File: config.mk
export PLATFORM = sky130hd
export DESIGN_NAME = serial_command_line_decoder_unit_flat
export DESIGN_NICKNAME = d
export VERILOG_FILES = /design/src/design/scld_pkg.sv /design/src/design/scld_if.sv /design/src/design/serial_command_line_decoder_unit.sv /design/src/design/scld_front.sv /design/src/design/scld_queue.sv /design/src/design/scld_back.sv /design/src/flat_wrapper.sv
export SDC_FILE = /design/constraint.sdc
export NUM_CORES = 1
export LEC_CHECK = 0
export BUFFER_PORTS_ARGS = -buffer_cell sky130_fd_sc_hd__buf_4
export CAP_MARGIN = 20
export CELL_PAD_IN_SITES_DETAIL_PLACEMENT = 0
export CELL_PAD_IN_SITES_GLOBAL_PLACEMENT = 2
export CORE_MARGIN = 2
export CORE_UTILIZATION = 43
export CTS_CLUSTER_SIZE = 24
export DETAILED_ROUTE_END_ITERATION = 10
export GPL_TIMING_DRIVEN = 0
export PLACE_DENSITY = 0.93
export RECOVER_POWER = 100
export SYNTH_ARGS = -nofsm -noshare
export SYNTH_HDL_FRONTEND = slang
export SYNTH_SLANG_ARGS = --single-unit
File: constraint.sdc
create_clock -name clock -period 7.8 [get_ports clock]
set_clock_uncertainty 0.2 [all_clocks]
set_input_delay 0.78 -clock clock [delete_from_list [all_inputs] [get_ports clock]]
set_output_delay 0.78 -clock clock [all_outputs]
set_load 0.02 [all_outputs]
File: src/design/scld_pkg.sv
// Shared types and constants for the serial command line decoder.
// No dependencies; every other design file but scld_if refers to this package by scoped names.
package scld_pkg;

   localparam int LINE_CHARS_DEF = 31;
   localparam int Q_DEPTH        = 2;
   localparam int Q_PTR_W        = (Q_DEPTH > 1) ? $clog2(Q_DEPTH) : 1;
   localparam int Q_CNT_W        = $clog2(Q_DEPTH + 1);

   localparam logic [7:0] THRESH_RESET = 8'd80;
   localparam logic [7:0] THRESH_MAX   = 8'd255;
   localparam logic [4:0] ENABLE_MASK  = 5'h1F;
   localparam int         ENABLE_BITS  = 5;

   // command codes
   localparam logic [2:0] CMD_ENABLE  = 3'd0;
   localparam logic [2:0] CMD_SRC0    = 3'd1;
   localparam logic [2:0] CMD_SRC1    = 3'd2;
   localparam logic [2:0] CMD_THRESH  = 3'd3;
   localparam logic [2:0] CMD_FILL    = 3'd4;
   localparam logic [2:0] CMD_STATUS  = 3'd5;
   localparam logic [2:0] CMD_UNKNOWN = 3'd6;

   // characters
   localparam logic [7:0] CH_NUL   = 8'h00;
   localparam logic [7:0] CH_TAB   = 8'h09;
   localparam logic [7:0] CH_LF    = 8'h0A;
   localparam logic [7:0] CH_CR    = 8'h0D;
   localparam logic [7:0] CH_SPACE = 8'h20;
   localparam logic [7:0] CH_PLUS  = 8'h2B;
   localparam logic [7:0] CH_MINUS = 8'h2D;
   localparam logic [7:0] CH_ZERO  = 8'h30;
   localparam logic [7:0] CH_ONE   = 8'h31;
   localparam logic [7:0] CH_NINE  = 8'h39;
   localparam logic [7:0] CH_A     = 8'h41;
   localparam logic [7:0] CH_C     = 8'h43;
   localparam logic [7:0] CH_F     = 8'h46;
   localparam logic [7:0] CH_H     = 8'h48;
   localparam logic [7:0] CH_I     = 8'h49;
   localparam logic [7:0] CH_L     = 8'h4C;
   localparam logic [7:0] CH_R     = 8'h52;
   localparam logic [7:0] CH_S     = 8'h53;
   localparam logic [7:0] CH_T     = 8'h54;

   // one classified received character
   typedef struct packed {
      logic [7:0] ch;
      logic       is_term;
      logic       is_zero;
      logic       is_space;
      logic       is_bit;
      logic       is_ws;
      logic       is_digit;
      logic       is_sign;
      logic       is_minus;
   } word_type;

   // queue handshake between the front and the back
   typedef struct packed {
      logic     valid;
      word_type word;
   } push_type;

endpackage

File: src/design/scld_if.sv
// Channel interfaces for the serial command line decoder.
// Depends on scld_pkg for nothing but sits after it in compile order.
interface scld_req_if;
   logic       valid;
   logic       ready;
   logic [7:0] rx_byte;

   modport source (output valid, output rx_byte, input ready);
   modport sink (input valid, input rx_byte, output ready);
endinterface

interface scld_rsp_if;
   logic        valid;
   logic        ready;
   logic [2:0]  command;
   logic [4:0]  enable_mask;
   logic [7:0]  threshold;
   logic        source_select;
   logic [16:0] control_word;

   modport source (output valid, output command, output enable_mask, output threshold,
                   output source_select, output control_word, input ready);
   modport sink (input valid, input command, input enable_mask, input threshold,
                 input source_select, input control_word, output ready);
endinterface

File: src/design/serial_command_line_decoder_unit.sv
// Top level of the serial command line decoder: front, word queue and back end.
// Depends on scld_pkg, scld_if, scld_front, scld_queue and scld_back.
//
// Received characters enter on req_ch and are classified by the front end, queued in a
// two-word queue, and parsed one word per clock by the back end as they arrive, so no
// line buffer is walked at the terminator, and a byte is accepted every clock while the
// queue has room. A CR or LF that ends
// a non-empty line produces one word on rsp_ch with the command code and the updated
// enable mask, threshold, source select and packed control word; it waits in the queue
// only while the previous response word is still held. Empty lines produce nothing.
// Characters past LINE_CHARS in one line are dropped.
module serial_command_line_decoder_unit #(
   parameter int LINE_CHARS = scld_pkg::LINE_CHARS_DEF
) (
   input  logic        clock,
   input  logic        reset,
   scld_req_if.sink    req_ch,
   scld_rsp_if.source  rsp_ch
);

   scld_pkg::push_type push;
   scld_pkg::word_type q_word;
   logic               q_full, q_valid, pop;

   scld_front u_front (
      .req    (req_ch),
      .q_full (q_full),
      .push   (push)
   );

   scld_queue u_queue (
      .clock   (clock),
      .reset   (reset),
      .push    (push),
      .pop     (pop),
      .q_full  (q_full),
      .q_valid (q_valid),
      .q_word  (q_word)
   );

   scld_back #(
      .LINE_CHARS (LINE_CHARS)
   ) u_back (
      .clock   (clock),
      .reset   (reset),
      .q_valid (q_valid),
      .q_word  (q_word),
      .pop     (pop),
      .rsp     (rsp_ch)
   );

`ifndef ASSERT_OFF
   a_cmd_range: assert property (@(posedge clock) disable iff (reset)
      rsp_ch.valid |-> (rsp_ch.command <= scld_pkg::CMD_UNKNOWN))
      else $error("command code out of range");

   a_cw_fields: assert property (@(posedge clock) disable iff (reset)
      rsp_ch.valid |-> ((rsp_ch.control_word[4:0] == rsp_ch.enable_mask) &&
                        (rsp_ch.control_word[15:8] == rsp_ch.threshold) &&
                        (rsp_ch.control_word[16] == rsp_ch.source_select)))
      else $error("control word disagrees with its fields");

   a_pop_nonempty: assert property (@(posedge clock) disable iff (reset)
      pop |-> q_valid)
      else $error("queue popped while empty");

   a_no_push_full: assert property (@(posedge clock) disable iff (reset)
      q_full |-> !push.valid)
      else $error("front pushed into a full queue");
`endif

endmodule

File: src/design/scld_front.sv
// Front end: accepts received characters and classifies them for the back end.
// Depends on scld_pkg and scld_req_if.
module scld_front (
   scld_req_if.sink             req,
   input  logic                 q_full,
   output scld_pkg::push_type   push
);

   logic [7:0] ch;

   assign ch        = req.rx_byte;
   assign req.ready = !q_full;

   always_comb begin
      push.valid         = req.valid && !q_full;
      push.word.ch       = ch;
      push.word.is_term  = (ch == scld_pkg::CH_CR) || (ch == scld_pkg::CH_LF);
      push.word.is_zero  = (ch == scld_pkg::CH_NUL);
      push.word.is_space = (ch == scld_pkg::CH_SPACE);
      push.word.is_bit   = (ch == scld_pkg::CH_ZERO) || (ch == scld_pkg::CH_ONE);
      push.word.is_ws    = (ch == scld_pkg::CH_SPACE) ||
                           ((ch >= scld_pkg::CH_TAB) && (ch <= scld_pkg::CH_CR));
      push.word.is_digit = (ch >= scld_pkg::CH_ZERO) && (ch <= scld_pkg::CH_NINE);
      push.word.is_sign  = (ch == scld_pkg::CH_PLUS) || (ch == scld_pkg::CH_MINUS);
      push.word.is_minus = (ch == scld_pkg::CH_MINUS);
   end

endmodule

File: src/design/scld_queue.sv
// Short word queue between the front and the back end.
// Depends on scld_pkg.
module scld_queue (
   input  logic                clock,
   input  logic                reset,
   input  scld_pkg::push_type  push,
   input  logic                pop,
   output logic                q_full,
   output logic                q_valid,
   output scld_pkg::word_type  q_word
);

   scld_pkg::word_type                  slot_ff [scld_pkg::Q_DEPTH];
   logic [scld_pkg::Q_PTR_W-1:0]        wr_ptr_ff, wr_ptr_in;
   logic [scld_pkg::Q_PTR_W-1:0]        rd_ptr_ff, rd_ptr_in;
   logic [scld_pkg::Q_CNT_W-1:0]        count_ff, count_in;
   logic                                do_push, do_pop;

   assign q_full  = (count_ff == scld_pkg::Q_CNT_W'(scld_pkg::Q_DEPTH));
   assign q_valid = (count_ff != '0);
   assign q_word  = slot_ff[rd_ptr_ff];
   assign do_push = push.valid && !q_full;
   assign do_pop  = pop && q_valid;

   always_comb begin
      wr_ptr_in = wr_ptr_ff;
      rd_ptr_in = rd_ptr_ff;
      count_in  = count_ff;
      if (do_push) begin
         wr_ptr_in = (wr_ptr_ff == scld_pkg::Q_PTR_W'(scld_pkg::Q_DEPTH - 1)) ?
                     '0 : wr_ptr_ff + 1'b1;
      end
      if (do_pop) begin
         rd_ptr_in = (rd_ptr_ff == scld_pkg::Q_PTR_W'(scld_pkg::Q_DEPTH - 1)) ?
                     '0 : rd_ptr_ff + 1'b1;
      end
      if (do_push && !do_pop) begin
         count_in = count_ff + 1'b1;
      end else if (do_pop && !do_push) begin
         count_in = count_ff - 1'b1;
      end
   end

   always_ff @(posedge clock) begin
      if (reset) begin
         wr_ptr_ff <= '0;
         rd_ptr_ff <= '0;
         count_ff  <= '0;
      end else begin
         wr_ptr_ff <= wr_ptr_in;
         rd_ptr_ff <= rd_ptr_in;
         count_ff  <= count_in;
      end
   end

   always_ff @(posedge clock) begin
      if (do_push) begin
         slot_ff[wr_ptr_ff] <= push.word;
      end
   end

endmodule

File: src/design/scld_back.sv
// Back end: parses the line word by word and decodes it at the line terminator.
// Depends on scld_pkg and scld_rsp_if.
module scld_back #(
   parameter int LINE_CHARS = scld_pkg::LINE_CHARS_DEF
) (
   input  logic                clock,
   input  logic                reset,
   input  logic                q_valid,
   input  scld_pkg::word_type  q_word,
   output logic                pop,
   scld_rsp_if.source          rsp
);

   localparam int LW = $clog2(LINE_CHARS + 1);

   // threshold parse phases
   localparam logic [1:0] PH_WS   = 2'd0;
   localparam logic [1:0] PH_DIG  = 2'd1;
   localparam logic [1:0] PH_STOP = 2'd2;

   logic [LW-1:0] len_ff, len_in;
   logic          ended_ff, ended_in;
   logic [2:0]    tl_ff, tl_in;
   logic [7:0]    head_ff [4];
   logic          head_we;
   logic          bs_fail_ff, bs_fail_in;
   logic          bs_done_ff, bs_done_in;
   logic [2:0]    bs_n_ff, bs_n_in;
   logic [4:0]    bs_mask_ff, bs_mask_in;
   logic [1:0]    th_ph_ff, th_ph_in;
   logic          th_neg_ff, th_neg_in;
   logic [8:0]    th_val_ff, th_val_in;
   logic [4:0]    enable_ff, enable_in;
   logic [7:0]    thresh_ff, thresh_in;
   logic          src_ff, src_in;
   logic          rsp_valid_ff, rsp_valid_in;
   logic [2:0]    cmd_ff, cmd_in;

   logic          in_line, text_ch, emit, bs_ok, th_ok;
   logic          w_src0, w_src1, w_fill, w_stat;
   logic [11:0]   th_acc;
   logic [7:0]    th_result;

   assign in_line = (len_ff < LW'(LINE_CHARS));
   assign text_ch = in_line && !ended_ff && !q_word.is_zero;
   assign emit    = q_word.is_term && (len_ff != '0);
   assign pop     = q_valid && (!emit || !rsp_valid_ff || rsp.ready);
   assign head_we = q_valid && pop && !q_word.is_term && text_ch && (tl_ff < 3'd4);

   assign th_acc    = 12'(th_val_ff) * 12'd10 + 12'(q_word.ch[3:0]);
   assign th_result = th_neg_ff ? 8'd0 : (th_val_ff[8] ? scld_pkg::THRESH_MAX : th_val_ff[7:0]);

   assign bs_ok  = !bs_fail_ff && (bs_n_ff != 3'd0);
   assign w_src0 = (tl_ff == 3'd4) && (head_ff[0] == scld_pkg::CH_S) &&
                   (head_ff[1] == scld_pkg::CH_R) && (head_ff[2] == scld_pkg::CH_C) &&
                   (head_ff[3] == scld_pkg::CH_ZERO);
   assign w_src1 = (tl_ff == 3'd4) && (head_ff[0] == scld_pkg::CH_S) &&
                   (head_ff[1] == scld_pkg::CH_R) && (head_ff[2] == scld_pkg::CH_C) &&
                   (head_ff[3] == scld_pkg::CH_ONE);
   assign w_fill = (tl_ff == 3'd4) && (head_ff[0] == scld_pkg::CH_F) &&
                   (head_ff[1] == scld_pkg::CH_I) && (head_ff[2] == scld_pkg::CH_L) &&
                   (head_ff[3] == scld_pkg::CH_L);
   assign w_stat = (tl_ff == 3'd4) && (head_ff[0] == scld_pkg::CH_S) &&
                   (head_ff[1] == scld_pkg::CH_T) && (head_ff[2] == scld_pkg::CH_A) &&
                   (head_ff[3] == scld_pkg::CH_T);
   assign th_ok  = (tl_ff >= 3'd2) && (head_ff[0] == scld_pkg::CH_T) &&
                   (head_ff[1] == scld_pkg::CH_H) && (len_ff > LW'(2));

   always_comb begin
      len_in       = len_ff;
      ended_in     = ended_ff;
      tl_in        = tl_ff;
      bs_fail_in   = bs_fail_ff;
      bs_done_in   = bs_done_ff;
      bs_n_in      = bs_n_ff;
      bs_mask_in   = bs_mask_ff;
      th_ph_in     = th_ph_ff;
      th_neg_in    = th_neg_ff;
      th_val_in    = th_val_ff;
      enable_in    = enable_ff;
      thresh_in    = thresh_ff;
      src_in       = src_ff;
      cmd_in       = cmd_ff;
      rsp_valid_in = rsp_valid_ff && !rsp.ready;

      if (q_valid && pop) begin
         if (!q_word.is_term) begin
            if (in_line) begin
               len_in = len_ff + 1'b1;
               if (!ended_ff && q_word.is_zero) begin
                  ended_in = 1'b1;
               end
            end
            if (text_ch) begin
               if (tl_ff < 3'd4) begin
                  tl_in = tl_ff + 1'b1;
               end
               // enable bit string
               if (!bs_fail_ff && !bs_done_ff) begin
                  if (q_word.is_space) begin
                     bs_done_in = 1'b1;
                  end else if (!q_word.is_bit || (bs_n_ff >= 3'd5)) begin
                     bs_fail_in = 1'b1;
                  end else begin
                     bs_mask_in[bs_n_ff] = q_word.ch[0];
                     bs_n_in = bs_n_ff + 1'b1;
                  end
               end
               // threshold text from the third character on
               if (len_ff >= LW'(2)) begin
                  case (th_ph_ff)
                     PH_WS: begin
                        if (q_word.is_ws) begin
                           th_ph_in = PH_WS;
                        end else if (q_word.is_sign) begin
                           th_neg_in = q_word.is_minus;
                           th_ph_in  = PH_DIG;
                        end else if (q_word.is_digit) begin
                           th_val_in = {5'd0, q_word.ch[3:0]};
                           th_ph_in  = PH_DIG;
                        end else begin
                           th_ph_in = PH_STOP;
                        end
                     end
                     PH_DIG: begin
                        if (q_word.is_digit) begin
                           th_val_in = (th_acc > 12'd255) ? 9'd256 : th_acc[8:0];
                        end else begin
                           th_ph_in = PH_STOP;
                        end
                     end
                     default: th_ph_in = PH_STOP;
                  endcase
               end
            end
         end else if (emit) begin
            rsp_valid_in = 1'b1;
            if (bs_ok) begin
               enable_in = bs_mask_ff & scld_pkg::ENABLE_MASK;
               cmd_in    = scld_pkg::CMD_ENABLE;
            end else if (w_src0) begin
               src_in = 1'b0;
               cmd_in = scld_pkg::CMD_SRC0;
            end else if (w_src1) begin
               src_in = 1'b1;
               cmd_in = scld_pkg::CMD_SRC1;
            end else if (th_ok) begin
               thresh_in = th_result;
               cmd_in    = scld_pkg::CMD_THRESH;
            end else if (w_fill) begin
               src_in = 1'b1;
               cmd_in = scld_pkg::CMD_FILL;
            end else if (w_stat) begin
               cmd_in = scld_pkg::CMD_STATUS;
            end else begin
               cmd_in = scld_pkg::CMD_UNKNOWN;
            end
            len_in     = '0;
            ended_in   = 1'b0;
            tl_in      = 3'd0;
            bs_fail_in = 1'b0;
            bs_done_in = 1'b0;
            bs_n_in    = 3'd0;
            bs_mask_in = 5'd0;
            th_ph_in   = PH_WS;
            th_neg_in  = 1'b0;
            th_val_in  = 9'd0;
         end
      end
   end

   always_ff @(posedge clock) begin
      if (reset) begin
         len_ff       <= '0;
         ended_ff     <= 1'b0;
         tl_ff        <= 3'd0;
         bs_fail_ff   <= 1'b0;
         bs_done_ff   <= 1'b0;
         bs_n_ff      <= 3'd0;
         bs_mask_ff   <= 5'd0;
         th_ph_ff     <= PH_WS;
         th_neg_ff    <= 1'b0;
         th_val_ff    <= 9'd0;
         enable_ff    <= 5'd0;
         thresh_ff    <= scld_pkg::THRESH_RESET;
         src_ff       <= 1'b0;
         rsp_valid_ff <= 1'b0;
      end else begin
         len_ff       <= len_in;
         ended_ff     <= ended_in;
         tl_ff        <= tl_in;
         bs_fail_ff   <= bs_fail_in;
         bs_done_ff   <= bs_done_in;
         bs_n_ff      <= bs_n_in;
         bs_mask_ff   <= bs_mask_in;
         th_ph_ff     <= th_ph_in;
         th_neg_ff    <= th_neg_in;
         th_val_ff    <= th_val_in;
         enable_ff    <= enable_in;
         thresh_ff    <= thresh_in;
         src_ff       <= src_in;
         rsp_valid_ff <= rsp_valid_in;
      end
   end

   always_ff @(posedge clock) begin
      cmd_ff <= cmd_in;
      if (head_we) begin
         head_ff[tl_ff[1:0]] <= q_word.ch;
      end
   end

   assign rsp.valid         = rsp_valid_ff;
   assign rsp.command       = cmd_ff;
   assign rsp.enable_mask   = enable_ff;
   assign rsp.threshold     = thresh_ff;
   assign rsp.source_select = src_ff;
   assign rsp.control_word  = {src_ff, thresh_ff, 3'd0, enable_ff};

endmodule
File: src/flat_wrapper.sv
// flat-port wrapper written by rule: the top's interface ports become plain ports
module serial_command_line_decoder_unit_flat 
#(
   parameter int LINE_CHARS = scld_pkg::LINE_CHARS_DEF
)
  (clock, reset, req_ch_valid, req_ch_rx_byte, req_ch_ready, rsp_ch_valid, rsp_ch_command, rsp_ch_enable_mask, rsp_ch_threshold, rsp_ch_source_select, rsp_ch_control_word, rsp_ch_ready);
  scld_req_if req_ch_i ();
  scld_rsp_if rsp_ch_i ();
  input  logic clock;
  input  logic reset;
  input wire logic [$bits(req_ch_i.valid)-1:0] req_ch_valid;
  input wire logic [$bits(req_ch_i.rx_byte)-1:0] req_ch_rx_byte;
  output wire logic [$bits(req_ch_i.ready)-1:0] req_ch_ready;
  output wire logic [$bits(rsp_ch_i.valid)-1:0] rsp_ch_valid;
  output wire logic [$bits(rsp_ch_i.command)-1:0] rsp_ch_command;
  output wire logic [$bits(rsp_ch_i.enable_mask)-1:0] rsp_ch_enable_mask;
  output wire logic [$bits(rsp_ch_i.threshold)-1:0] rsp_ch_threshold;
  output wire logic [$bits(rsp_ch_i.source_select)-1:0] rsp_ch_source_select;
  output wire logic [$bits(rsp_ch_i.control_word)-1:0] rsp_ch_control_word;
  input wire logic [$bits(rsp_ch_i.ready)-1:0] rsp_ch_ready;
  assign req_ch_i.valid = req_ch_valid;
  assign req_ch_i.rx_byte = req_ch_rx_byte;
  assign req_ch_ready = req_ch_i.ready;
  assign rsp_ch_valid = rsp_ch_i.valid;
  assign rsp_ch_command = rsp_ch_i.command;
  assign rsp_ch_enable_mask = rsp_ch_i.enable_mask;
  assign rsp_ch_threshold = rsp_ch_i.threshold;
  assign rsp_ch_source_select = rsp_ch_i.source_select;
  assign rsp_ch_control_word = rsp_ch_i.control_word;
  assign rsp_ch_i.ready = rsp_ch_ready;
  serial_command_line_decoder_unit #(.LINE_CHARS(LINE_CHARS)) u_core (.clock(clock), .reset(reset), .req_ch(req_ch_i), .rsp_ch(rsp_ch_i));
endmodule
==> out/metrics.cfg, run 1 <==
[clocking]
clock-root-buffer = clkbuf_16
htree_levels = 4
cts_tree = yes
cts_buffer_depth = 2
clock-sinks = 118
post_cts_resized = 0
insertion_delay_ps = 420
cts_hold_buf = 0
clkTransAtPathRegs_ps = 60
cts_buffers = 17
cts_setup_buffers = 0

[pwr]
leakage_nw = 2.50
max-vdd-ir-drop_mv = 0.170
power_density_mw_per_mm2 = 283

[placement]
dp_slack_ps = 4230
dpl.hpwl_mm = 9.11
port_buffers = 43
place_congestion = 0.796

[setup_path]
r2r_cells = 11
slowest_stage = clkbuf_1
crit_type = reg -> reg
cp_max_fo = 10
cp_cell_sequence = clkbuf_1 -> clkbuf_1 -> mux2_1 -> ha_1 -> a21o_1 -> nand3_1 -> nor3b_1 -> nand3_1 -> nor4b_1 -> o21ai_0 -> a32o_1
cp.arrival_ps = 4640
max_stage_delay_ps = 530
critPathCaptureType = register
crit_path_start_kind = register
cp_data_required_time_ps = 7910

[floorplan]
die_area_mm2 = 0.0147
die_x_um = 121
ios = 48
die-height_um = 121
rows = 42
core-area_mm2 = 0.0133
initial_core_util_pct = 44.3

[routing]
routed_wl_mm = 12.3
dr_total_vias = 4209
firstDrtPassIters = 4
via_per_inst = 5.23
ant_nets = 0
drc = 0
dr.first_iter.drc_count = 244
wl_per_cell_um = 15.3

[final_layout]
final_common_cell = edfxtp_1
final_cell_mix = edfxtp_1 (67), nor2_1 (60), clkbuf_1 (55), dfxtp_1 (51), a21oi_1 (40)
nets = 659
fin_util_pct = 51.2
n_antenna_cell = 0
final_layout_size_suffix_gt1_share_pct = 10.7
n_fill_cell = 1246
syn_to_final_growth_pct = 15.7

[grt]
grt_pass1_vias = 4008
grt_max_degree = 17
overflow = 0
grt_pass1_wl_mm = 20.1
grt_antenna_before_repair = 0
track_usage_pct = 17.8

[synthesis]
yosysSeqAreaShare_pct = 51.3
ys_ff_latch = 118
syn-instance-count = 551
synth-edff-count = 67
synthArstFlopShare_pct = 0
netlist_area_mm2 = 0.00591
yosys_warnings = 0
avgSynthCellArea_um2 = 10.7
netlist-cell-type-count = 70
synthFlopType = edfxtp_1

[timing]
max_freq_ghz = 0.221
worst_pin_slew_ps = 827
slew_headroom_pct = 44.3
hold_viol = 0
drv_slew = 0
finalSetupViolCount = 0
setup_slack_ps = 3270
rsz0062_at_grt = no
finalCriticalPeriod_ps = 4530
fin_tns_setup_ps = 0
fin_crit_sh_pct = 58.1

[flow_run]
cap_violations = 0

[run_status]
status = complete, no violations

[min_path]
min_path_type = reg -> reg
whs_path_depth = 2

==> synthesized netlist by cell type (3+ instances only) <==
cell       n  area [um2]
nor2b_1    3        18.8
a21oi_1   40         200
xor2_1    11        96.3
buf_2      5        25.0
o21ai_0   17        85.1
dfxtp_1   51        1020
or3_1     17         106
nor4_1     5        31.3
nor4bb_1   3        30.0
nand2_1   39         146
ha_1      29         363
buf_4     19         143
inv_1     18        67.6
xnor2_1    8        70.1
edfxtp_1  67        2010
clkbuf_1  10        37.5
nand3b_1   4        30.0
o21a_1     4        30.0
mux2_2    10         113
a21o_1     5        37.5
mux2i_1   14         140
nor3b_1    4        30.0
nor2_1    60         225
nand2b_1   7        43.8
nor4b_1    3        26.3
and2_1     4        25.0
nor3_1    15        75.1
nand3_1   22         110
==> power by group <==
| group | total, mW | switching (mW) | internal [mW] |
|---|---|---|---|
| clock network | 0.776 | 0.317 | 0.459 |
| logic | 0.380 | 0.253 | 0.127 |
| registers | 0.781 | 0.0331 | 0.748 |
| total | 1.94 | 0.603 | 1.33 |
==> sequential cells by signal, summed over array words and instances, names as in the netlist, 2 cells and up, named ones only <==
register                       cells
u_core.u_back.bs_mask_ff           5
u_core.u_queue.count_ff            2
u_core.u_back.bs_n_ff              3
u_core.u_back.rsp.threshold        8
u_core.u_back.rsp.enable_mask      5
u_core.u_back.len_ff               5
u_core.u_queue.slot_ff            32
u_core.u_back.th_val_ff            9
u_core.u_back.rsp.command          3
u_core.u_back.tl_ff                3
u_core.u_back.head_ff             32
u_core.u_back.th_ph_ff             2
==> per-layer routing <==
| layer | track usage [%] | part of all wire, % | routed length [um] | up-vias |
|---|---|---|---|---|
| li1 | - | - | - | 2131 |
| met3 | 4.75 | 3.7 | 454 | 15 |
| met1 | 23.5 | 48 | 5930 | 1979 |
| met4 | 5.24 | 1.4 | 167 | 0 |
| met2 | 28.8 | 47 | 5770 | 84 |
| met5 | 0 | 0 | 0 | - |
==> worst paths after layout <==
kind / start / slack [ps] / end
worst max-delay path: register / 3270 / u_core.u_back.th_val_ff[8]$_SDFFE_PP0P_
worst min-delay path: u_core.u_back.rsp.threshold[3]$_SDFFE_PP0P_ / 280 / u_core.u_back.rsp.threshold[3]$_SDFFE_PP0P_
worst max register to register: register / 3270 / u_core.u_back.th_val_ff[8]$_SDFFE_PP0P_
worst min register to register: u_core.u_back.rsp.threshold[3]$_SDFFE_PP0P_ / 280 / u_core.u_back.rsp.threshold[3]$_SDFFE_PP0P_
==> area by class of cell <==
cell class | instances | area [um2] | share of cell area, %
Sequential cell | 118 | 3030 | 44.4
Inverter | 19 | 72.6 | 1.06
Timing Repair Buffer | 44 | 180 | 2.64
Tap cell | 176 | 220 | 3.22
Clock buffer | 17 | 425 | 6.22
Clock inverter | 15 | 171 | 2.51
Multi-Input combinational cell | 381 | 2530 | 37.1
Buffer | 35 | 199 | 2.91
==> metrics by stage <==
| step | instances | power, mW | hold slack (ps) | cell area (um2) |
|---|---|---|---|---|
| 6_report | 805 | 1.94 | 278 | 6840 |
| 5_1_grt | 805 | 2.03 | 293 | 6840 |
| 4_1_cts | 805 | 1.97 | 281 | 7060 |
| 3_5_place_dp | 773 | 1.20 | 272 | 6460 |
| 3_3_place_gp | 772 | 1.19 | 266 | 6460 |
| 2_1_floorplan | 553 | 1.09 | 249 | 5910 |
==> kinds of logic after synthesis <==
logic type	after synthesis	share of synthesized area, %
xor gates and xnor gates	19	2.82
muxes	25	4.53
adders and majority gates	31	6.82
AOI/OAI and AO/OA	97	10.6
DFF	118	51.3
buffers and inverters	54	4.91
other	1	0.0635
and+or+nand+nor	206	18.9
==> critical path: cells and delay by family (launching register included) <==
kind	cells	cell delay, ps
multiplexers	1	530
flip-flops	1	300
AO/OA/AOI/OAI	3	960
AND/OR/NAND/NOR	4	1100
adder cells (fa/ha/maj)	1	390
buffers and inverters	2	940
Note: power is estimated with default switching activity, not from simulation.
==> inputs of run 2 (changes only) <==
--- a/config.mk
+++ b/config.mk
@@ -10,11 +10,11 @@
 export CELL_PAD_IN_SITES_DETAIL_PLACEMENT = 0
 export CELL_PAD_IN_SITES_GLOBAL_PLACEMENT = 2
 export CORE_MARGIN = 2
-export CORE_UTILIZATION = 43
+export CORE_UTILIZATION = 40
 export CTS_CLUSTER_SIZE = 24
 export DETAILED_ROUTE_END_ITERATION = 10
 export GPL_TIMING_DRIVEN = 0
-export PLACE_DENSITY = 0.93
+export PLACE_DENSITY = 0.88
 export RECOVER_POWER = 100
 export SYNTH_ARGS = -nofsm -noshare
 export SYNTH_HDL_FRONTEND = slang
==> constraint.sdc (replaced) <==
create_clock -name clock -period 4.25 [get_ports clock]
set_clock_uncertainty 0.2 [all_clocks]
set_input_delay 0.425 -clock clock [delete_from_list [all_inputs] [get_ports clock]]
set_output_delay 0.425 -clock clock [all_outputs]
set_load 0.02 [all_outputs]
==> out/metrics.cfg, run 2 (synthesis gave the netlist of run 1 again) <==
[run_status]
status = complete, no violations

[min_path]
hold_start = req_ch_rx_byte[4]
whs_path_depth = 1
min_path_type = in -> reg
hold_end = u_core.u_queue.slot_ff[0][12]$_DFFE_PP_

[timing]
timing.hold.ws_ps = 94.3
drv_slew = 0
slew_headroom_pct = 48.1
max_freq_ghz = 0.266
fin_tns_setup_ps = 0
finalCriticalPeriod_ps = 3760
finalSetupViolCount = 0
fin_crit_sh_pct = 88.6
setup_slack_ps = 487
worst_pin_slew_ps = 778
rsz0062_at_grt = no
hold_viol = 0

[setup_path]
r2r_cells = 11
cp_cell_sequence = buf_6 -> clkbuf_1 -> mux2_1 -> ha_1 -> a21o_1 -> nand3_1 -> nor3b_1 -> nand3_1 -> nor4b_4 -> o21ai_2 -> a32o_1
crit_buf_inv = 2
rrSetupSlack_ps = 490
cp_data_required_time_ps = 4360
max_stage_delay_ps = 510
cp_max_fo = 10
slowest_stage = mux2_1
crit_path_start_kind = register
crit_type = reg -> reg
r2r-end = u_core.u_back.th_val_ff[8]$_SDFFE_PP0P_
cpMostUsedCell = nand3_1
critPathCaptureType = register
path_delay_family = simple AND/OR/NAND/NOR gates
cp.arrival_ps = 3870

[routing]
wl_per_cell_um = 15.8
firstDrtPassIters = 4
ant_nets = 0
drc = 0
dr.first_iter.drc_count = 299
via_per_inst = 5.22
routed_wl_mm = 12.8
dr_total_vias = 4252

[clocking]
post_cts_resized = 0
clock-sinks = 118
cts_tree = yes
clkTransAtPathRegs_ps = 60
cts_buffers = 17
clock-root-buffer = clkbuf_16
insertion_delay_ps = 420
cts_setup_buffers = 0
cts_buffer_depth = 2
htree_levels = 4

[final_layout]
final_cell_mix = edfxtp_1 (67), nor2_1 (60), clkbuf_1 (52), dfxtp_1 (51), a21oi_1 (40)
n_antenna_cell = 0
final_layout_size_suffix_gt1_share_pct = 11.1
final_common_cell = edfxtp_1
nets = 660
design_area_mm2 = 0.00687
syn_to_final_growth_pct = 16.4

[floorplan]
die_area_mm2 = 0.0158
ios = 48
die-height_um = 126
initial_core_util_pct = 40.8
rows = 44
core-area_mm2 = 0.0145
die_x_um = 126

[placement]
dpl.hpwl_mm = 9.24
placed_area_mm2 = 0.00647
dp_slack_ps = 716
port_buffers = 43
place_congestion = 0.777

[grt]
track_usage_pct = 17.0
grt_antenna_before_repair = 0
overflow = 0
grt_max_degree = 17
grt_pass1_vias = 4208
grt_pass1_wl_mm = 21.2

[pwr]
power_density_mw_per_mm2 = 514
max-vdd-ir-drop_mv = 0.336
leakage_nw = 2.52

[flow_run]
cap_violations = 0

run 2: cell types whose count changed in the layout (fill, tap and decap cells not counted), moves of 2 or more:
cell	previous run	this run
clkinv_4	1	3
clkinvlp_4	1	4
clkinv_1	0	2
clkbuf_4	2	4
o21ai_0	19	17
clkbuf_1	55	52
inv_8	8	0
run 2: power breakdown:
part,switching [mW],leakage (nW),internal [mW]
clock network,0.532,0.271,0.863
logic,0.462,1.22,0.242
registers,0.0612,1.03,1.37
total,1.06,2.52,2.48
run 2: worst max path at each step:
stage / start / endpoint / slack [ps] / cells past startpoint
2_1_floorplan: u_core.u_back.th_val_ff[1]$_SDFFE_PP0P_ / u_core.u_back.th_val_ff[8]$_SDFFE_PP0P_ / 1110 / 11
3_3_place_gp: u_core.u_back.th_val_ff[1]$_SDFFE_PP0P_ / u_core.u_back.th_val_ff[8]$_SDFFE_PP0P_ / 690 / 11
3_5_place_dp: u_core.u_back.th_val_ff[1]$_SDFFE_PP0P_ / u_core.u_back.th_val_ff[8]$_SDFFE_PP0P_ / 720 / 11
4_1_cts: u_core.u_back.th_val_ff[1]$_SDFFE_PP0P_ / u_core.u_back.th_val_ff[8]$_SDFFE_PP0P_ / 690 / 11
5_1_grt: register / u_core.u_back.th_val_ff[8]$_SDFFE_PP0P_ / 220 / 11
6_report: register / u_core.u_back.th_val_ff[8]$_SDFFE_PP0P_ / 490 / 11
run 2: routing by layer:
layer,up-vias,global-route usage [%],share of wire (%)
met1,2020,22.4,48
met5,-,0,0
li1,2129,-,-
met3,15,4.92,4.4
met2,88,26.8,46
met4,0,5.88,1.4
run 2: worst reg2reg max path: cells and delay by family (launching register included):
kind,cells,cell delay [ps]
simple gates,4,980
buf+inv,2,650
compound gates,3,620
mux,1,510
fa+ha+maj,1,380
flops,1,320
run 2: stage by stage:
stage	power [mW]	util (%)	instances
after floorplan	1.99	-	553
after global placement	2.18	44.7	780
after detailed placement	2.20	44.7	781
after CTS	3.61	48.8	814
after global routing	3.71	47.5	814
final	3.53	47.5	814
run 2: timing repair:
item	in CTS	in global routing
hold endpoints to repair	2	0
endpoints found under the setup margin	0	0
hold buffers	1	0
run 2: area by class of cell:
cell class	count	area, um2
multi-input combinational	381	2550
sequential	118	3030
tap	184	230
inverter	19	72.6
timing repair buffer	45	198
buffer	35	206
clock inverter	15	155
clock buffer	17	425
fill	1384	7610
